--- config.mk ---
export PLATFORM = sky130hd
export DESIGN_NAME = mandel_mul
export DESIGN_NICKNAME = d
export VERILOG_FILES = /design/src/rtl/core/mandel_pkg.sv /design/src/rtl/core/mandel_mul.sv
export SDC_FILE = /design/constraint.sdc
export NUM_CORES = 2
export LEC_CHECK = 0
export ABC_AREA = 1
export BUFFER_PORTS_ARGS = -buffer_cell sky130_fd_sc_hd__clkbuf_2
export CORE_MARGIN = 5
export CORE_UTILIZATION = 62
export DETAILED_ROUTE_END_ITERATION = 8
export PLACE_DENSITY = 0.85
export SLEW_MARGIN = 25
export SYNTH_ARGS = -nofsm -noshare
export SYNTH_HDL_FRONTEND = slang
export SYNTH_SLANG_ARGS = --single-unit
--- constraint.sdc ---
create_clock -name clk -period 17.6 [get_ports clk]
set_input_delay 1.76 -clock clk [delete_from_list [all_inputs] [get_ports clk]]
set_output_delay 1.76 -clock clk [all_outputs]
set_load 0.01 [all_outputs]
--- src/rtl/core/mandel_pkg.sv ---
// shared types, constants and helper functions for the mandelbrot escape-time pixel
package mandel_pkg;

	localparam int LIMIT_W           = 9;
	localparam logic [LIMIT_W-1:0] LIMIT_RESET = 9'd72;
	localparam int ITER_CEILING_DEF  = 288;
	localparam int FRACTION_BITS_DEF = 60;

	localparam int FX_W    = 64;
	localparam int PROD_W  = 2 * FX_W;
	localparam int HALF_W  = FX_W / 2;
	localparam int DIV_N_W = 20;
	localparam int DIV_D_W = 9;
	localparam int CHAN_W  = 8;
	localparam int T_W     = 11;

	localparam int HUE_SPAN   = 1536;
	localparam int SHADE_SPAN = 159;
	localparam int SHADE_BASE = 96;
	localparam int CHAN_MAX   = 255;

	localparam logic [FX_W-1:0] INT64_MAX = {1'b0, {(FX_W-1){1'b1}}};
	localparam logic [FX_W-1:0] INT64_MIN = {1'b1, {(FX_W-1){1'b0}}};

	typedef struct packed {
		logic signed [FX_W-1:0] point_real;
		logic signed [FX_W-1:0] point_imag;
	} point_t;

	typedef struct packed {
		logic [23:0]        pixel_rgb;
		logic [LIMIT_W-1:0] iterations_done;
		logic               in_set;
	} result_t;

	typedef struct packed {
		logic            start;
		logic [FX_W-1:0] a;
		logic [FX_W-1:0] b;
	} mul_req_t;

	typedef struct packed {
		logic              done;
		logic [PROD_W-1:0] prod;
	} mul_rsp_t;

	typedef struct packed {
		logic               start;
		logic [DIV_N_W-1:0] dividend;
		logic [DIV_D_W-1:0] divisor;
	} div_req_t;

	typedef struct packed {
		logic               done;
		logic [DIV_N_W-1:0] quotient;
	} div_rsp_t;

	// two's complement magnitude, most negative value maps to 2^63
	function automatic logic [FX_W-1:0] mag64(input logic [FX_W-1:0] v);
		return v[FX_W-1] ? (~v + FX_W'(1)) : v;
	endfunction

	// clamp a 66-bit exact sum into the signed 64-bit range
	function automatic logic [FX_W-1:0] sat66(input logic [FX_W+1:0] s);
		logic [FX_W-1:0] r;
		if ((s[FX_W+1] == s[FX_W]) && (s[FX_W] == s[FX_W-1])) begin
			r = s[FX_W-1:0];
		end else if (s[FX_W+1]) begin
			r = INT64_MIN;
		end else begin
			r = INT64_MAX;
		end
		return r;
	endfunction

	// six-segment hue ramp, red in the top byte
	function automatic logic [23:0] hue_base(input logic [T_W-1:0] t);
		logic [2:0]        seg;
		logic [CHAN_W-1:0] x;
		logic [CHAN_W-1:0] full;
		logic [23:0]       c;
		seg  = t[T_W-1:CHAN_W];
		x    = t[CHAN_W-1:0];
		full = CHAN_W'(CHAN_MAX);
		case (seg)
			3'd0: c = {full, x, 8'h00};
			3'd1: c = {full - x, full, 8'h00};
			3'd2: c = {8'h00, full, x};
			3'd3: c = {8'h00, full - x, full};
			3'd4: c = {x, 8'h00, full};
			default: c = {full, 8'h00, full - x};
		endcase
		return c;
	endfunction

endpackage

--- src/rtl/core/mandel_mul.sv ---
// shared 64x64 magnitude multiplier, one 32x32 partial product per cycle
module mandel_mul
	import mandel_pkg::*;
(
	input  logic     clk,
	input  logic     arst_n,
	input  mul_req_t req,
	output mul_rsp_t rsp
);

	logic              busy_q;
	logic [2:0]        cnt_q;
	logic              done_q;
	logic [FX_W-1:0]   a_q;
	logic [FX_W-1:0]   b_q;
	logic [FX_W-1:0]   pp_q;
	logic [1:0]        sh_q;
	logic [PROD_W-1:0] acc_q;

	logic [HALF_W-1:0] op_x;
	logic [HALF_W-1:0] op_y;
	logic [FX_W-1:0]   pp_d;
	logic [PROD_W-1:0] pp_ext;

	// partial order: lo*lo, lo*hi, hi*lo, hi*hi
	assign op_x = cnt_q[1] ? a_q[FX_W-1:HALF_W] : a_q[HALF_W-1:0];
	assign op_y = cnt_q[0] ? b_q[FX_W-1:HALF_W] : b_q[HALF_W-1:0];
	assign pp_d = op_x * op_y;

	always_comb begin
		case (sh_q)
			2'd0: pp_ext = {{FX_W{1'b0}}, pp_q};
			2'd1: pp_ext = {{HALF_W{1'b0}}, pp_q, {HALF_W{1'b0}}};
			2'd2: pp_ext = {pp_q, {FX_W{1'b0}}};
			default: pp_ext = '0;
		endcase
	end

	always_ff @(posedge clk or negedge arst_n) begin
		if (!arst_n) begin
			busy_q <= 1'b0;
			cnt_q  <= '0;
			done_q <= 1'b0;
		end else begin
			done_q <= 1'b0;
			if (req.start) begin
				busy_q <= 1'b1;
				cnt_q  <= '0;
			end else if (busy_q) begin
				if (cnt_q == 3'd4) begin
					busy_q <= 1'b0;
					done_q <= 1'b1;
				end else begin
					cnt_q <= cnt_q + 3'd1;
				end
			end
		end
	end

	always_ff @(posedge clk) begin
		if (req.start) begin
			a_q   <= req.a;
			b_q   <= req.b;
			acc_q <= '0;
		end else if (busy_q) begin
			if (cnt_q != 3'd4) begin
				pp_q <= pp_d;
				sh_q <= {1'b0, cnt_q[1]} + {1'b0, cnt_q[0]};
			end
			if (cnt_q != 3'd0) begin
				acc_q <= acc_q + pp_ext;
			end
		end
	end

	assign rsp.done = done_q;
	assign rsp.prod = acc_q;

endmodule

After elaboration in Yosys (flattened, before gate mapping)

Index checks and enable logic that the tools add are counted.

Register bits after elaboration: 327
Latch bits: 0
Bits in writable memories: 0
ROM bits: 0
Input bits: 131
Output and inout port bits: 129
Word-level logic and storage cells: 36
Memories kept: 0

Add/subtract/negate cells: 3
Multiply operators: 1
Div/mod/pow operators: 0
$lt $le $gt $ge: 0
Eq/ne operators: 5
Shift operators: 0
Mux-type cells: 12
Bitwise gates (word level): 1
Reduce and logical (&&, ||, !) cells: 6

Operators by type and width:

| operator                                      | count |
|---|---|
| one-hot mux 128 bit (3 select lines)          | 1 |
| adder 128 bit                                 | 1 |
| multiplier 32 x 32 -> 64 bit                  | 1 |
| 2-to-1 mux 32 bit                             | 2 |
| 2-to-1 mux 3 bit                              | 3 |
| 2-to-1 mux 1 bit                              | 6 |
| AND reduction 2 bit                           | 2 |
| adder 3 x 1 -> 3 bit, second input constant   | 1 |
| == test 3 bit, second input constant          | 1 |
| inequality test 3 bit, second input constant  | 1 |
| AND reduction 3 bit                           | 1 |
| nonzero test 3 bit                            | 1 |
| adder 1 x 1 -> 2 bit                          | 1 |
| == test 2 x 1 -> 1 bit, second input constant | 1 |
| == test 2 bit, second input constant          | 1 |
| zero test 2 bit                               | 1 |
| inequality test 2 bit, second input constant  | 1 |
| nonzero test 2 bit                            | 1 |
| inverter 1 bit                                | 1 |

Logic depth before layout (Yosys ltp)

Depth in word-level cells: 4
Mapped depth: 37
Gate-level depth less buffers: 34

Worst setup path after synthesis

OpenSTA, ideal clock, no wires.

Path type: register to register
Start point: register cnt_q[1]
End point: register pp_q[57] (data pin)
Library setup time: 0.256 ns
Data arrival time: 6.945 ns
Required time: 17.344 ns
Slack: 10.399 ns
Stages on the path, launching flop included: 32
Buffers on the path: 3
Clock period less this slack: 7.201 ns
Cells stage by stage: dfrtp_1 inv_2 clkbuf_1 or2_2 o21ai_0 buf_2 buf_2 nor2_1 fa_1 fa_1 inv_1 fa_1 fa_1 fa_1 inv_1 fa_1 fa_1 inv_1 fa_1 inv_1 ha_1 nand2_1 nor2_1 nor2_1 a21boi_0 nand2_1 nand2_1 nand3_1 nand2_1 inv_1 o21bai_1 nand2_1

Word-level cells in the longest chain between the ends: 2

RTL lines:

| element                      | RTL line         | RTL |
|---|---|---|
| from (decl)                  | mandel_mul.sv:12 | `logic [2:0] cnt_q;` |
| from (signal assigned)       | mandel_mul.sv:54 | `cnt_q <= cnt_q + 3'd1;` |
| 2-to-1 mux 32 bit            | mandel_mul.sv:26 | `assign op_x = cnt_q[1] ? a_q[FX_W-1:HALF_W] : a_q[HALF_W-1:0];` |
| multiplier 32 x 32 -> 64 bit | mandel_mul.sv:28 | `assign pp_d = op_x * op_y;` |
| named net pp_d[57]           | mandel_mul.sv:22 | `logic [FX_W-1:0] pp_d;` |
| to (signal assigned)         | mandel_mul.sv:67 | `pp_q <= pp_d;` |
| to (decl)                    | mandel_mul.sv:16 | `logic [FX_W-1:0] pp_q;` |

The timed path passes the listed nets, and every way through them passes these cells.
A chain may end at the register's enable or synchronous reset.

Worst setup path after layout

Start point: register cnt_q[0]
End point: register pp_q[47] (data pin)

Word-level cells in the longest chain between the ends: 2

RTL lines:

| element                      | RTL line         | RTL |
|---|---|---|
| 2-to-1 mux 32 bit            | mandel_mul.sv:27 | `assign op_y = cnt_q[0] ? b_q[FX_W-1:HALF_W] : b_q[HALF_W-1:0];` |
| multiplier 32 x 32 -> 64 bit | mandel_mul.sv:28 |  |
| named net pp_d[47]           | mandel_mul.sv:22 |  |

The timed path passes the listed nets, and every way through them passes these cells.

==> metrics.log <==
INFO  metric synthesis.yosys.warnings = 0
INFO  metric setup_tns = 0 ps
INFO  metric grtUsageMet2 = 72.0%
INFO  metric cts-resized-gates = 0
INFO  metric fp.dieH = 320 µm
INFO  metric endpoint_kind = flip-flop
INFO  metric gp_congestion = 1.06
INFO  metric remaining_drc_errors = 0
INFO  metric min-delay-path-class = flip-flop to flip-flop
INFO  metric h_tree_levels = 2
INFO  metric tritoncts = yes
INFO  metric final_cell_area = 63600 µm²
INFO  metric cts-hold-fix-buffers = 0
INFO  metric fin_nets = 9982
INFO  metric core-area = 95300 µm²
INFO  metric firstDrtPassIters = 9
INFO  metric gr-usage-met1 = 50.8%
INFO  metric count_of_antenna_violating_nets_left_after_detailed_routing = 0
INFO  metric postSynthRegisterBits = 327
INFO  metric timing_hold_violations_final = 0
INFO  metric status = finished clean
INFO  metric grt_antenna_before_repair = 3
INFO  metric root_buffer = clkbuf_16
INFO  metric compound_gate_portion_of_the_synthesized_area = 4.70%
INFO  metric num_vias = 56650
INFO  metric maxCapViolCount = 0
INFO  metric detail_route.iter0.violations = 6662
INFO  metric max-clock-path-buffers = 3
INFO  metric hold_depth = 2
INFO  metric max_clock_freq = 100 MHz
INFO  metric grt_busiest_layer = met2
INFO  metric dominant_combinational_cell_family_by_area_after_synthesis = adder cells
INFO  metric reg2reg_slack = 7640 ps
INFO  metric worst-endpoint-required = 17990 ps
INFO  metric clock-skew-final = 22.0 ps
INFO  metric maxSlewHeadroom = 23.5%
INFO  metric max_slew.worst_pin.slew = 1150 ps
INFO  metric synth_area_in_simple_gates = 25.9%
INFO  metric grt_start_max_net_pins = 168
INFO  metric final_common_cell = nand2_1
INFO  metric dp_hpwl = 193000 µm
INFO  metric most-common-layout-cells = 2151 x nand2_1, 2065 x inv_1, 1250 x nor2_1, 897 x fa_1, 392 x ha_1
INFO  metric grt_first_pass_wirelength = 348000 µm
INFO  metric clkTransAtPathRegs = 60 ps
INFO  metric critical_path_peak_fanout = 35
INFO  metric synth_xor_area_share = 1.73%
INFO  metric drive_gt1_share = 8.10%
INFO  metric timing_worst_setup_path_type = flip-flop to flip-flop
INFO  metric setup_violations = 0
INFO  metric r2r_end = pp_q[47]
INFO  metric vias_per_std_cell = 5.75
INFO  metric min_from = acc_q[2]
INFO  metric period_share = 56.6%
INFO  metric wire_per_inst = 24.0 µm
INFO  metric final.min_clock_period = 9960 ps
INFO  metric synthAdderAreaFrac = 38.3%
INFO  metric place.port_buffers = 259
INFO  metric first_global_vias = 58088
INFO  metric cts-buffers-inserted = 41
INFO  metric flow.area_growth_from_synthesis = 6.63%
INFO  metric cts_setup_buffers = 0
INFO  metric die-width = 320 µm
INFO  metric initial_core_utilization = 62.6%
INFO  metric reg2reg_launch_point = cnt_q[0]
INFO  metric rows = 113
INFO  metric yosysSeqAreaShare = 14.3%
INFO  metric synth.distinct_cells = 53
INFO  metric syn-mean-instance-area = 7.09 µm²
INFO  metric die_area = 103000 µm²
INFO  metric grt.total_usage = 45.5%
INFO  metric top_level_ports = 260
INFO  metric overflow = 0
INFO  metric grtUsageMet3 = 13.6%
INFO  metric cts_num_sinks = 327
INFO  metric slew_violations = 0
INFO  metric clock_insertion_delay_worst_skew = 660 ps
INFO  metric synth.cell_area = 59700 µm²
INFO  metric synthMuxAreaShare = 0%
INFO  metric arrival = 10350 ps
INFO  metric synth_fp_nets = 9835
INFO  metric startpoint_type = flip-flop
INFO  metric syn-instance-count = 8415
INFO  metric worstRegToRegCells = 25
INFO  metric placement.cell_area = 62200 µm²
INFO  metric grt_setup_unrepaired = false
INFO  metric routed_wirelength = 237000 µm
INFO  metric worst_hold_path.endpoint = acc_q[2]
-- cells in the mapped netlist (all sizes together) --
cell / instances / area (µm²)
or2: 65 / 407
nor3: 47 / 307
a211oi: 1 / 7.51
dfxtp: 128 / 2560
a31oi: 20 / 125
clkbuf: 113 / 434
a21boi: 3 / 22.5
and3: 1 / 6.26
clkinv: 10 / 37.5
and2: 2 / 12.5
buf: 114 / 579
o21ai: 189 / 1040
o2111ai: 1 / 8.76
o211ai: 12 / 90.1
nand4: 27 / 169
nor2: 1305 / 5060
o211a: 1 / 10.0
dfrtp: 5 / 125
nand3b: 2 / 27.5
fa: 897 / 18000
edfxtp: 194 / 5830
o21bai: 11 / 82.6
o22ai: 64 / 400
inv: 2106 / 7910
a21o: 21 / 158
xor2: 100 / 876
o311ai: 1 / 8.76
ha: 392 / 4900
dlygate4sd3: 1 / 10.0
nand3: 181 / 986
nand2: 2208 / 8430
nor4: 8 / 75.1
a21oi: 160 / 805
xnor2: 18 / 158
o21a: 7 / 52.6
-- routing by layer --
layer | vias up | share of wire, %
li1 | 24853 | -
met1 | 26292 | 32
met2 | 4160 | 44
met3 | 1339 | 13
met4 | 6 | 11
met5 | - | 0.049
-- kinds of logic after synthesis --
group,after synthesis
xor+xnor,118
simple gates,3846
buf+inv,2344
compound gates,491
flops,327
fa+ha+maj,1289
-- flip-flops by register name, summed over array words and instances (netlist names) --
signal	cells
sh_q	2
done_q	1
a_q	64
busy_q	1
b_q	64
cnt_q	3
pp_q	64
acc_q	128
-- worst max path at each step --
| stage | depth (start not counted) | slack, ps | from | to |
|---|---|---|---|---|
| 6_report | 25 | 7640 | cnt_q[0] | pp_q[47] |
| 3_3_place_gp | 28 | 8220 | cnt_q[0] | pp_q[44] |
| 5_1_grt | 25 | 7560 | cnt_q[0] | pp_q[47] |
| 4_1_cts | 25 | 8100 | cnt_q[0] | pp_q[47] |
| 2_1_floorplan | 31 | 10400 | cnt_q[1] | pp_q[57] |
| 3_5_place_dp | 25 | 8120 | cnt_q[0] | pp_q[47] |
-- worst max-delay path, cell delays in order, from the launching register on --
cell	delay, ps
dfrtp_2	340
buf_4	480
inv_2	370
or2_2	390
o21ai_2	320
clkinv_1	990
nand2_1	350
fa_1	450
fa_1	550
inv_1	60
fa_1	490
fa_1	570
fa_1	450
fa_1	470
fa_1	500
inv_1	70
fa_1	480
inv_1	40
ha_1	370
a21o_1	220
a31oi_1	310
o21ai_0	400
a21oi_1	530
nand2_1	160
a21oi_1	190
xnor2_1	100
-- final cells by class --
type,count,area (µm²)
Timing Repair Buffer,332,1890
Inverter,2116,7940
Tap cell,1265,1580
Antenna cell,2,5.00
Clock inverter,20,199
Sequential cell,327,8520
Multi-Input combinational cell,5744,42300
Clock buffer,52,1140
Fill cell,8291,31700
-- stage by stage --
step                      hold WS, ps  setup WS (ps)  utilization, %  cells
after floorplan                   513          10400               -   8415
final                             536           7640            66.8   9858
after detailed placement          524           8120            65.3   9783
after global routing              554           7560            66.8   9857
after CTS                         532           8100            66.7   9855
after global placement            504           8220            65.3   9783
Power is left out: the tool's default activity adds up to more than one toggle a clock period on the data nets, which glitch-free logic cannot reach.
