## src/rtl/core/mandel_pkg.sv

```systemverilog
// shared types, constants and helper functions for the mandelbrot escape-time pixel
package mandel_pkg;

	localparam int LIMIT_W           = 9;
	localparam logic [LIMIT_W-1:0] LIMIT_RESET = 9'd72;
	localparam int ITER_CEILING_DEF  = 288;
	localparam int FRACTION_BITS_DEF = 60;

	localparam int FX_W    = 64;
	localparam int PROD_W  = 2 * FX_W;
	localparam int HALF_W  = FX_W / 2;
	localparam int DIV_N_W = 20;
	localparam int DIV_D_W = 9;
	localparam int CHAN_W  = 8;
	localparam int T_W     = 11;

	localparam int HUE_SPAN   = 1536;
	localparam int SHADE_SPAN = 159;
	localparam int SHADE_BASE = 96;
	localparam int CHAN_MAX   = 255;

	localparam logic [FX_W-1:0] INT64_MAX = {1'b0, {(FX_W-1){1'b1}}};
	localparam logic [FX_W-1:0] INT64_MIN = {1'b1, {(FX_W-1){1'b0}}};

	typedef struct packed {
		logic signed [FX_W-1:0] point_real;
		logic signed [FX_W-1:0] point_imag;
	} point_t;

	typedef struct packed {
		logic [23:0]        pixel_rgb;
		logic [LIMIT_W-1:0] iterations_done;
		logic               in_set;
	} result_t;

	typedef struct packed {
		logic            start;
		logic [FX_W-1:0] a;
		logic [FX_W-1:0] b;
	} mul_req_t;

	typedef struct packed {
		logic              done;
		logic [PROD_W-1:0] prod;
	} mul_rsp_t;

	typedef struct packed {
		logic               start;
		logic [DIV_N_W-1:0] dividend;
		logic [DIV_D_W-1:0] divisor;
	} div_req_t;

	typedef struct packed {
		logic               done;
		logic [DIV_N_W-1:0] quotient;
	} div_rsp_t;

	// two's complement magnitude, most negative value maps to 2^63
	function automatic logic [FX_W-1:0] mag64(input logic [FX_W-1:0] v);
		return v[FX_W-1] ? (~v + FX_W'(1)) : v;
	endfunction

	// clamp a 66-bit exact sum into the signed 64-bit range
	function automatic logic [FX_W-1:0] sat66(input logic [FX_W+1:0] s);
		logic [FX_W-1:0] r;
		if ((s[FX_W+1] == s[FX_W]) && (s[FX_W] == s[FX_W-1])) begin
			r = s[FX_W-1:0];
		end else if (s[FX_W+1]) begin
			r = INT64_MIN;
		end else begin
			r = INT64_MAX;
		end
		return r;
	endfunction

	// six-segment hue ramp, red in the top byte
	function automatic logic [23:0] hue_base(input logic [T_W-1:0] t);
		logic [2:0]        seg;
		logic [CHAN_W-1:0] x;
		logic [CHAN_W-1:0] full;
		logic [23:0]       c;
		seg  = t[T_W-1:CHAN_W];
		x    = t[CHAN_W-1:0];
		full = CHAN_W'(CHAN_MAX);
		case (seg)
			3'd0: c = {full, x, 8'h00};
			3'd1: c = {full - x, full, 8'h00};
			3'd2: c = {8'h00, full, x};
			3'd3: c = {8'h00, full - x, full};
			3'd4: c = {x, 8'h00, full};
			default: c = {full, 8'h00, full - x};
		endcase
		return c;
	endfunction

endpackage

```

## src/rtl/core/mandel_div.sv

```systemverilog
// restoring divider for the palette, one quotient bit per cycle
module mandel_div
	import mandel_pkg::*;
(
	input  logic     clk,
	input  logic     arst_n,
	input  div_req_t req,
	output div_rsp_t rsp
);

	localparam int CNT_W = $clog2(DIV_N_W);

	logic               busy_q;
	logic [CNT_W-1:0]   cnt_q;
	logic               done_q;
	logic [DIV_D_W-1:0] rem_q;
	logic [DIV_D_W-1:0] den_q;
	logic [DIV_N_W-1:0] quo_q;

	logic [DIV_D_W:0]   trial;
	logic [DIV_D_W:0]   diff;
	logic               ge;

	assign trial = {rem_q, quo_q[DIV_N_W-1]};
	assign ge    = trial >= {1'b0, den_q};
	assign diff  = trial - {1'b0, den_q};

	always_ff @(posedge clk or negedge arst_n) begin
		if (!arst_n) begin
			busy_q <= 1'b0;
			cnt_q  <= '0;
			done_q <= 1'b0;
		end else begin
			done_q <= 1'b0;
			if (req.start) begin
				busy_q <= 1'b1;
				cnt_q  <= '0;
			end else if (busy_q) begin
				if (cnt_q == CNT_W'(DIV_N_W - 1)) begin
					busy_q <= 1'b0;
					done_q <= 1'b1;
				end else begin
					cnt_q <= cnt_q + CNT_W'(1);
				end
			end
		end
	end

	always_ff @(posedge clk) begin
		if (req.start) begin
			rem_q <= '0;
			den_q <= req.divisor;
			quo_q <= req.dividend;
		end else if (busy_q) begin
			rem_q <= ge ? diff[DIV_D_W-1:0] : trial[DIV_D_W-1:0];
			quo_q <= {quo_q[DIV_N_W-2:0], ge};
		end
	end

	assign rsp.done     = done_q;
	assign rsp.quotient = quo_q;

endmodule

```

## config.mk

```make
export PLATFORM = sky130hd
export DESIGN_NAME = mandel_div
export DESIGN_NICKNAME = d
export VERILOG_FILES = /design/src/rtl/core/mandel_pkg.sv /design/src/rtl/core/mandel_div.sv
export SDC_FILE = /design/constraint.sdc
export NUM_CORES = 1
export LEC_CHECK = 0
export CAP_MARGIN = 15
export CORE_MARGIN = 2
export CORE_UTILIZATION = 50
export DETAILED_ROUTE_END_ITERATION = 10
export DONT_BUFFER_PORTS = 1
export PLACE_DENSITY_LB_ADDON = 0.05
export SETUP_SLACK_MARGIN = 0.3
export SLEW_MARGIN = 25
export SYNTH_ARGS = -nofsm -noshare
export SYNTH_HDL_FRONTEND = slang
export SYNTH_SLANG_ARGS = --single-unit
```

## constraint.sdc

```tcl
create_clock -name clk -period 4.8 [get_ports clk]
set_input_delay 0.24 -clock clk [delete_from_list [all_inputs] [get_ports clk]]
set_output_delay 0.24 -clock clk [all_outputs]
set_load 0.1 [all_outputs]
```

## Yosys cells after proc, flatten, opt, wreduce, memory -nomap -nowiden

Cells that the tools add are included.

| storage, ports and cells | value |
|---|---|
| output and inout bits | 21 |
| flip-flop bits (word level) | 45 |
| input port bits | 32 |
| logic and storage cells | 25 |

| cells by class | value |
|---|---|
| reductions and logical operators | 2 |
| muxes and demuxes | 12 |
| equality and inequality tests | 2 |
| add/sub/neg operators | 2 |
| $lt $le $gt $ge | 1 |

Operators with widths:

| operator | count |
|---|---|
| $mux 20 | 2 |
| $mux 5 | 3 |
| $ge 10x9->1 | 1 |
| $mux 9 | 1 |
| $sub 9x9->9 | 1 |
| $mux 1 | 6 |
| $add 5x1->5 const B | 1 |
| $eq 5x5->1 const B | 1 |
| $ne 2x2->1 const B | 1 |
| $reduce_and 2->1 | 1 |
| $reduce_bool 2->1 | 1 |

## Longest topological paths before layout

Gate-level depths: netlist of run 1.

| depth | value |
|---|---|
| depth after elaboration | 4 |
| gate-level depth with buffers | 10 |
| depth with buffers taken out | 9 |

## Least setup slack after synthesis of run 1

Ideal clock, no wire load.

| path | value |
|---|---|
| path kind | register -> register |
| start point | register quo_q[19] |
| end point | register quo_q[0], data pin |
| cell stages (with the launch flop) | 11 |
| clock period less this slack | 3.071 ns |
| setup slack | 1.729 ns |
| required time | 4.540 ns |
| buffers on the path | 1 |
| library setup time | 0.260 ns |
| arrival | 2.811 ns |
| path through | edfxtp_1 -> inv_1 -> ha_1 -> inv_1 -> fa_1 -> a211oi_2 -> o31ai_4 -> a211oi_4 -> buf_6 -> inv_1 -> mux2_2 |

| on the way | value |
|---|---|
| word-level cells in the longest chain between the ends | 3 |

Ends and longest elaborated chain:

| element | line | text |
|---|---|---|
| from (decl) | mandel_div.sv:18 | `logic [DIV_N_W-1:0] quo_q;` |
| from (signal assigned) | mandel_div.sv:53 | `quo_q <= req.dividend;` |
| from (signal assigned) | mandel_div.sv:56 | `quo_q <= {quo_q[DIV_N_W-2:0], ge};` |
| $ge 10x9->1 | mandel_div.sv:25 | `assign ge = trial >= {1'b0, den_q};` |
| $mux 20 | mandel_div.sv:54 | `end else if (busy_q) begin` |
| $mux 20 | mandel_div.sv:50 | `if (req.start) begin` |

Every way passes these cells. The select of a mux whose other input is x is not followed.
A chain may end at the register's enable or synchronous reset.

## Final worst setup path of run 1

Ends and elaborated chain as after synthesis.

==> flow_summary.json, run 1 <==
{
  "path_class": "reg -> reg",
  "h-tree-depth": 2,
  "gp_congestion": 0.873,
  "fill_cells": 386,
  "drt-initial-drc-count": 64,
  "crit_path_max_fanout": 14,
  "die_area_um2": 5140,
  "nets": 229,
  "crit_slowest_cell": "edfxtp_1",
  "postSynthCellCount": 186,
  "routedWlPerCell_um": 16.7,
  "clockBufferDepth": 2,
  "synth_top_family_by_area": "compound AO/OA/AOI/OAI gates",
  "cp_data_arrival_time_ns": 3.45,
  "die_h_um": 71.7,
  "path_buf_inv": 3,
  "vias": 1372,
  "status": "finished clean",
  "rr_worst_depth": 9,
  "slew_headroom": 0.363,
  "antenna-diode-count": 0,
  "cts_tree": "yes",
  "seq_area_frac_synth": 0.535,
  "holdBufCountCts": 1,
  "dp.cells": 229,
  "synth_nets": 229,
  "cts_made_buffers": 5,
  "cp-start-kind": "register",
  "post-route-period-util": 0.710,
  "setup_tns_ns": 0,
  "synth-simple-area-share": 0.0814,
  "synth-xor-area-share": 0.0306,
  "layout_common_cells": "29 x edfxtp_1, 20 x mux2_2, 16 x inv_1, 14 x nor2_1, 10 x ha_1",
  "final_max_slew_viol_count": 0,
  "final_common_cell": "edfxtp_1",
  "io-pin-count": 53,
  "clock_skew_ns": 0.00666,
  "post-cts-setup-buffer-count": 0,
  "dp.final_hpwl_um": 2890,
  "async_flop_share": 0.156,
  "endpoint": "quo_q[0]",
  "synthAdderAreaFrac": 0.0634,
  "maxCapViolations": 0,
  "peakVddDrop_v": 0.000334,
  "path_delay_family": "compound AO/OA/AOI/OAI gates",
  "p_per_area_nw_per_um2": 555,
  "top_layer_used": "met4",
  "yosysWarnings": 0,
  "clkSlewWorstSetupHoldPaths_ns": 0.08,
  "ys_ff_latch": 45,
  "post_dp_cell_area_um2": 2300,
  "wl_met1_um": 1640,
  "syn_avg_cell_area_um2": 12.3,
  "r2r_slack_ns": 1.39,
  "antenna_left": 0,
  "grt.overflow.total": 0,
  "cts_resized": 0,
  "syn-cell-area_um2": 2290,
  "crit_chain": "inv_1, ha_1, inv_1, fa_1, a211oi_2, o31ai_4, a211oi_4, inv_1, mux2_2",
  "rsz0062_at_grt": "false",
  "cts.sinks": 45,
  "grt_pass1_wl_um": 6500,
  "p_leak_uw": 0.000999,
  "start_util": 0.523,
  "area_growth_pct": 5.35,
  "grtUsageTotal": 0.167,
  "row_count": 24,
  "clk_latency_ns": 0.29,
  "reg2reg_from": "quo_q[19]",
  "vias_per_cell": 5.74,
  "drt_wl_total_um": 3990,
  "drive_gt1_frac": 0.171,
  "worst-path-stages": 9,
  "grt_antenna_before_repair": 0,
  "worst_slew_pin_slew_ns": 0.955,
  "hold_class": "in -> reg",
  "whs_ns": 0.0203,
  "drt-pass1-iter-count": 4,
  "crit_path_end_kind": "register",
  "seq_area_um2": 1230,
  "clock-root-buffer": "clkbuf_8",
  "critPathMaxStageDelay_ns": 0.80,
  "hold_viol": 0,
  "drc_errors": 0,
  "r2r_end": "quo_q[0]",
  "met3_length_um": 185,
  "synth_ff_type": "edfxtp_1",
  "fin_area_um2": 2410,
  "stdcell_count": 239,
  "synth_edf_count": 29,
  "required_ns": 4.85,
  "wl_met2_um": 2100,
  "multi_input_area_um2": 952,
  "grt_start_max_net_pins": 43,
  "power_uw": 1340,
  "die_x_um": 71.7,
  "fmax_ghz": 0.294,
  "synthMuxAreaShare": 0.116,
  "holdPathStages": 1,
  "io_buffers": 0,
  "synth_compound_area_frac": 0.125,
  "startpoint": "quo_q[19]",
  "min_period_ns": 3.41,
  "synth_cell_types": 42,
  "core_um2": 4380,
  "cpMostUsedCell": "inv_1",
  "timing.final.setup_violations": 0,
  "first_global_vias": 1381
}
-- routing by layer --
layer | vias up | track usage
li1 | 678 | -
met1 | 655 | 0.191
met2 | 34 | 0.293
met3 | 5 | 0.0534
met4 | 0 | 0.0566
met5 | - | 0
-- layout make-up --
class	instances	area share
inverter	16	0.0249
tap	52	0.0270
multi-input combinational	116	0.395
clock buffer	8	0.0373
sequential	45	0.508
timing repair buffer	2	0.00829
-- power breakdown --
part | switching [uW] | total, uW | internal [uW]
Clock | 118 | 236 | 117
Sequential | 216 | 699 | 483
Combinational | 211 | 404 | 193
Total | 545 | 1340 | 794
-- metrics by stage --
stage	utilization	worst slack [ns]
floorplan	-	1.73
global placement	0.525	1.48
detailed placement	0.525	1.40
CTS	0.548	1.38
global route	0.551	1.22
finish	0.551	1.39
-- flip-flops by register name (all words and copies together), names as in the netlist --
signal and count:
den_q 9, busy_q 1, quo_q 20, done_q 1
rem_q 9, cnt_q 5
-- worst min-delay path by stage --
| stage | end | slack (ns) | from |
|---|---|---|---|
| final | rem_q[0] | 0.02 | req[29] |
| after global placement | cnt_q[4] | -0.06 | arst_n |
| after global routing | rem_q[0] | 0.004 | req[29] |
| after CTS | rem_q[4] | 0.002 | req[29] |
| after floorplan | busy_q | -0.06 | arst_n |
| after detailed placement | cnt_q[2] | -0.06 | arst_n |
-- Yosys cell counts (3+ instances only) --
cell type / count / area share
a21o_1: 3 / 0.0098
a21oi_1: 5 / 0.011
a31oi_1: 3 / 0.0082
buf_1: 3 / 0.0049
clkbuf_1: 3 / 0.0049
dfrtp_1: 7 / 0.076
dfxtp_1: 9 / 0.079
edfxtp_1: 29 / 0.38
ha_1: 10 / 0.055
inv_1: 16 / 0.026
mux2_2: 20 / 0.098
mux2i_1: 4 / 0.017
nand2_1: 8 / 0.013
nand4_1: 4 / 0.011
nor2_1: 14 / 0.023
nor2b_1: 3 / 0.0082
o21ai_0: 3 / 0.0066
o31ai_1: 3 / 0.0098
xnor2_1: 3 / 0.011
xor2_1: 5 / 0.019
-- cell families after synthesis --
kind of cell / count (synthesis)
AO/OA/AOI/OAI: 34
XOR/XNOR: 8
adder cells (fa/ha/maj): 11
buffers and inverters: 25
flip-flops: 45
multiplexers: 24
AND/OR/NAND/NOR: 39
Note: power is estimated with default switching activity, not from simulation.
==> run 2: changes to the inputs <==
==> constraint.sdc (replaced) <==
create_clock -name clk -period 3 [get_ports clk]
set_input_delay 0.15 -clock clk [delete_from_list [all_inputs] [get_ports clk]]
set_output_delay 0.15 -clock clk [all_outputs]
set_load 0.1 [all_outputs]
==> run 2 against run 1 <==
Effect of this change:
- sequential power rose by 57%
- utilization rose by 3.2 points
- clock skew rose by 0.0025 ns
- wire length rose by 5.9%
- critical endpoint is now rem_q[1]
==> flow_summary.json, run 2 (synthesized netlist as in run 1, its figures left out) <==
{
  "path_class": "reg -> reg",
  "hold_viol": 0,
  "clkSlewWorstSetupHoldPaths_ns": 0.09,
  "whs_ns": 0.0640,
  "rsz0062_at_grt": "false",
  "routedWlPerCell_um": 16.8,
  "vias_per_cell": 5.80,
  "peakVddDrop_v": 0.000352,
  "first_global_vias": 1512,
  "r2r_slack_ns": 0.52,
  "p_per_area_nw_per_um2": 885,
  "top_regs": "quo_q (20), den_q (9), rem_q (9)",
  "cts_made_buffers": 5,
  "die_h_um": 71.7,
  "reg2reg_from": "quo_q[19]",
  "start_util": 0.523,
  "hold_class": "in -> reg",
  "drc_errors": 0,
  "fmax_ghz": 0.403,
  "drive_gt1_frac": 0.186,
  "antenna_left": 0,
  "required_ns": 3.15,
  "clock_skew_ns": 0.00914,
  "cts.sinks": 45,
  "worst_slew_pin_slew_ns": 0.957,
  "largest_reg_flops": 20,
  "min_to": "quo_q[4]",
  "antenna-diode-count": 0,
  "core_um2": 4380,
  "cts_tree": "yes",
  "cp-start-kind": "register",
  "clock-root-buffer": "clkbuf_8",
  "grt_start_max_net_pins": 24,
  "dp.final_hpwl_um": 2990,
  "hp-start": "req[13]",
  "cp_data_arrival_time_ns": 2.63,
  "layout_common_cells": "29 x edfxtp_1, 20 x mux2_2, 16 x inv_1, 14 x nor2_1, 11 x dlygate4sd3_1",
  "die_x_um": 71.7,
  "final_common_cell": "edfxtp_1",
  "h-tree-depth": 2,
  "io-pin-count": 53,
  "met3_usage": 0.0675,
  "grt_use_met2": 0.305,
  "p_leak_uw": 0.00106,
  "setup_tns_ns": 0,
  "slew_headroom": 0.362,
  "grt.overflow.total": 0,
  "drt-pass1-iter-count": 4,
  "grt_antenna_before_repair": 0,
  "drt-initial-drc-count": 81,
  "top_register": "quo_q",
  "status": "finished clean",
  "finish.utilization": 0.582,
  "timing.final.setup_violations": 0,
  "clk_latency_ns": 0.30,
  "final_max_slew_viol_count": 0,
  "area_growth_pct": 11.4,
  "rr_worst_depth": 10,
  "drt_wl_total_um": 4220,
  "grtUsageTotal": 0.183,
  "row_count": 24,
  "grt_pass1_wl_um": 7150,
  "crit_path_max_fanout": 6,
  "r2r_end": "rem_q[1]",
  "crit_path_end_kind": "register",
  "io_buffers": 0,
  "holdPathStages": 1,
  "maxCapViolations": 0,
  "clockBufferDepth": 2,
  "die_area_um2": 5140,
  "vias": 1455,
  "min_period_ns": 2.48,
  "grt-busiest-layer": "met2",
  "gp_congestion": 0.812,
  "post-route-period-util": 0.827,
  "grtUsageMet1": 0.227,
  "nets": 241
}
-- run 2: layer usage --
layer  part of all wire  wire, um
met4              0.011        46
met2               0.51      2140
met3              0.044       187
met5                  0         0
met1               0.44      1850
-- run 2: final cells by class --
class                           count  area, um2
Timing Repair Buffer               14        133
Fill cell                         383       1830
Multi-Input combinational cell    116        962
Clock inverter                      1       8.76
Inverter                           16       60.1
Sequential cell                    45       1230
Tap cell                           52       65.1
Clock buffer                        7       97.6
-- run 2: worst max path at each step --
stage | start | end | slack (ns) | cells after the start
after floorplan | quo_q[19] | quo_q[0] | 0.06 | 10
after global placement | quo_q[19] | quo_q[0] | 0.60 | 9
after detailed placement | quo_q[19] | rem_q[2] | 0.52 | 10
after CTS | quo_q[19] | rem_q[2] | 0.51 | 10
after global routing | quo_q[19] | rem_q[2] | 0.39 | 10
final | quo_q[19] | rem_q[1] | 0.52 | 10
-- run 2: power breakdown --
| part | switching, uW | leakage, uW | internal (uW) |
|---|---|---|---|
| Combinational | 375 | 0.000541 | 355 |
| Clock | 208 | 0.0000540 | 218 |
| Sequential | 330 | 0.000465 | 773 |
| Total | 914 | 0.00106 | 1350 |
-- run 2: repair_timing --
item,CTS,global route
buffers inserted,0,0
resized for setup,0,0
hold buffers,11,0
hold endpoints to repair,36,0
-- run 2: through the flow --
stage | instances | power (uW) | instance area (um2) | setup WS [ns]
floorplan | 186 | 1710 | 2300 | 0.0627
global placement | 232 | 1810 | 2340 | 0.597
detailed placement | 232 | 1830 | 2340 | 0.524
CTS | 251 | 2280 | 2550 | 0.505
global route | 251 | 2400 | 2550 | 0.390
finish | 251 | 2260 | 2550 | 0.519
-- run 2: worst max-delay path, cell delays in order (launching register included) --
cell and delay [ns]:
edfxtp_1 0.40, inv_1 0.08, ha_1 0.16, inv_1 0.07
fa_2 0.37, a211oi_4 0.27, o31ai_4 0.13, a211oi_4 0.37
buf_4 0.21, mux2i_1 0.19, a211oi_1 0.08
==> run 3: changes to the inputs <==
--- a/config.mk
+++ b/config.mk
@@ -5,6 +5,7 @@
 export SDC_FILE = /design/constraint.sdc
 export NUM_CORES = 1
 export LEC_CHECK = 0
+export ABC_AREA = 1
 export CAP_MARGIN = 15
 export CORE_MARGIN = 2
 export CORE_UTILIZATION = 50
==> constraint.sdc (replaced) <==
create_clock -name clk -period 2.07 [get_ports clk]
set_input_delay 0.1035 -clock clk [delete_from_list [all_inputs] [get_ports clk]]
set_output_delay 0.1035 -clock clk [all_outputs]
set_load 0.1 [all_outputs]
==> run 3 against run 2 <==
Effect of this change:
- sequential share of layout area down 9.2 points
- wire length up 26%
- sequential power up 8%
- global-route usage up 4.0 points
- critical path type unchanged
- worst hold slack worse by 0.056 ns
- register-to-register slack worse by 0.21 ns
- critical endpoint is now quo_q[0]
- utilization up 10 points
- first-iteration DRC count up 1.2%
- flip-flop and latch count unchanged
- critical path depth unchanged
- area after synthesis up 3.3%
==> flow_summary.json, run 3 <==
{
  "start_util": 0.511,
  "clockBufferDepth": 2,
  "largest_reg_flops": 20,
  "yosysWarnings": 0,
  "status": "finished clean",
  "r2r_slack_ns": 0.31,
  "rsz0062_at_grt": "true",
  "min_period_ns": 1.76,
  "hp-start": "req[27]",
  "dp.final_hpwl_um": 3260,
  "top_register": "quo_q",
  "synth_nets": 320,
  "crit_path_max_fanout": 7,
  "reg2reg_from": "quo_q[19]",
  "layout_common_cells": "116 x nand2_1, 33 x dlygate4sd3_1, 32 x buf_4, 29 x edfxtp_1, 25 x inv_1",
  "netlist.area_leader.share": 0.368,
  "syn-cell-area_um2": 2370,
  "grt_start_max_net_pins": 27,
  "row_count": 25,
  "multi_input_area_um2": 1100,
  "timing.final.setup_violations": 0,
  "cp_data_arrival_time_ns": 1.79,
  "finish.utilization": 0.682,
  "io_buffers": 0,
  "hold_viol": 0,
  "synthTopCellsByArea": "edfxtp_1 37%, nand2_1 19%, dfxtp_1 7.6%",
  "drc_errors": 0,
  "die_h_um": 72.8,
  "routedWlPerCell_um": 13.4,
  "slew_headroom": 0.645,
  "crit_chain": "inv_2, ha_4, inv_2, fa_2, nand2_2, nand2_4, nand3_4, nand2_4, nand2_8, a31oi_4",
  "antenna-diode-count": 0,
  "synth_cell_types": 31,
  "die_x_um": 72.8,
  "h-tree-depth": 2,
  "crit_path_end_kind": "register",
  "drt_wl_total_um": 5320,
  "grt.overflow.total": 0,
  "grtUsageTotal": 0.223,
  "synth_ff_type": "edfxtp_1",
  "grt_antenna_before_repair": 0,
  "p_per_area_nw_per_um2": 1060,
  "io-pin-count": 53,
  "seq_area_frac_synth": 0.518,
  "cts_tree": "yes",
  "drt-initial-drc-count": 82,
  "antenna_left": 0,
  "drive_gt1_frac": 0.190,
  "rr_worst_depth": 10,
  "path_class": "reg -> reg",
  "cts.sinks": 45,
  "nets": 385,
  "holdPathStages": 2,
  "vias": 2033,
  "hold_class": "in -> reg",
  "synthTopCellsByCount": "118 x nand2_1, 29 x edfxtp_1, 27 x inv_1",
  "min_to": "quo_q[18]",
  "async_flop_share": 0.156,
  "critPathMaxStageDelay_ns": 0.40,
  "setup_tns_ns": 0,
  "seq_area_um2": 1230,
  "core_um2": 4630,
  "final_max_slew_viol_count": 0,
  "post_dp_cell_area_um2": 2560,
  "clk_latency_ns": 0.29,
  "cp-start-kind": "register",
  "clock_skew_ns": 0.00541,
  "r2r_end": "quo_q[0]",
  "area_growth_pct": 33.4,
  "peakVddDrop_v": 0.000537,
  "clock-root-buffer": "clkbuf_8",
  "first_global_vias": 2037,
  "clkSlewWorstSetupHoldPaths_ns": 0.08,
  "grt_pass1_wl_um": 9120,
  "fill_cells": 378,
  "maxCapViolations": 0,
  "p_leak_uw": 0.00150,
  "final_common_cell": "nand2_1",
  "syn_avg_cell_area_um2": 8.55,
  "drt-pass1-iter-count": 4,
  "postSynthCellCount": 277,
  "post-route-period-util": 0.850,
  "die_area_um2": 5300,
  "post-synth-top-area-cell": "edfxtp_1",
  "gp_congestion": 0.827,
  "synth_edf_count": 29,
  "required_ns": 2.10,
  "top_regs": "quo_q (20), den_q (9), rem_q (9)",
  "worst_slew_pin_slew_ns": 0.531,
  "ys_ff_latch": 45,
  "synth.most_common_cell": "nand2_1",
  "fin_area_um2": 3160,
  "fmax_ghz": 0.569,
  "vias_per_cell": 5.12,
  "cts_made_buffers": 5,
  "crit_slowest_cell": "edfxtp_1"
}
[run 3: cell count changes after synthesis, moves of 6 or more]
cell / delta
inv_1: +11
mux2_2: -20
nand2_1: +110
nand2_2: +6
nand3_1: +16
nand3b_1: +8
nor2_1: -8
[run 3: how the worst max path moves through the flow]
stage / depth (start not counted) / slack (ns) / end / from
2_1_floorplan: 13 / -0.22 / rem_q[6] / quo_q[19]
3_3_place_gp: 13 / 0.17 / rem_q[2] / quo_q[19]
3_5_place_dp: 13 / 0.14 / rem_q[2] / quo_q[19]
4_1_cts: 10 / 0.30 / quo_q[0] / quo_q[19]
5_1_grt: 13 / 0.19 / rem_q[2] / quo_q[19]
6_report: 10 / 0.31 / quo_q[0] / quo_q[19]
[run 3: area by class of cell]
| type | instances | share of cell area |
|---|---|---|
| Inverter | 30 | 0.0357 |
| Clock buffer | 6 | 0.0230 |
| Clock inverter | 2 | 0.00317 |
| Tap cell | 54 | 0.0214 |
| Sequential cell | 45 | 0.388 |
| Timing Repair Buffer | 65 | 0.181 |
| Multi-Input combinational cell | 195 | 0.348 |
[run 3: worst max-delay path: cells and delay by family (launching register included)]
| kind | cells | cell delay [ns] |
|---|---|---|
| compound gates | 1 | 0.09 |
| fa+ha+maj | 2 | 0.46 |
| buf+inv | 2 | 0.13 |
| flops | 1 | 0.40 |
| simple gates | 5 | 0.42 |
[run 3: cells by family (layout without fill, tap and decap cells)]
logic type | after synthesis | count (layout) | synth area share
and+or+nand+nor | 166 | 168 | 0.310
xor gates and xnor gates | 3 | 3 | 0.0111
adders and majority gates | 11 | 11 | 0.0613
buffers and inverters | 39 | 103 | 0.0682
AOI/OAI and AO/OA | 13 | 13 | 0.0317
DFF | 45 | 45 | 0.518
[run 3: routing by layer]
layer | wire (um) | vias up | track usage
met5 | 0 | - | 0
met4 | 55 | 0 | 0.0556
met3 | 327 | 7 | 0.0552
met2 | 2640 | 62 | 0.374
met1 | 2300 | 945 | 0.291
li1 | - | 1019 | -
[run 3: stage by stage]
stage	total power [uW]	hold WS, ns	instances	setup slack [ns]
floorplan	2280	-0.192	277	-0.221
global placement	2520	-0.192	345	0.169
detailed placement	2520	-0.192	345	0.142
CTS	3240	0.00139	394	0.296
global route	3580	0.00613	397	0.194
finish	3350	0.00825	397	0.311
[run 3: what timing repair did]
item,in CTS,in global routing
setup buffers,6,3
hold buffers,33,0
gates resized for setup,12,7
endpoints found under the hold margin,43,0
endpoints found under the setup margin,10,10
pin swaps,6,7
cloned,2,0
[run 3: where the power goes]
part | switching (uW) | total, uW | internal (uW)
registers | 91.8 | 1190 | 1100
clock network | 276 | 510 | 234
logic | 1050 | 1650 | 602
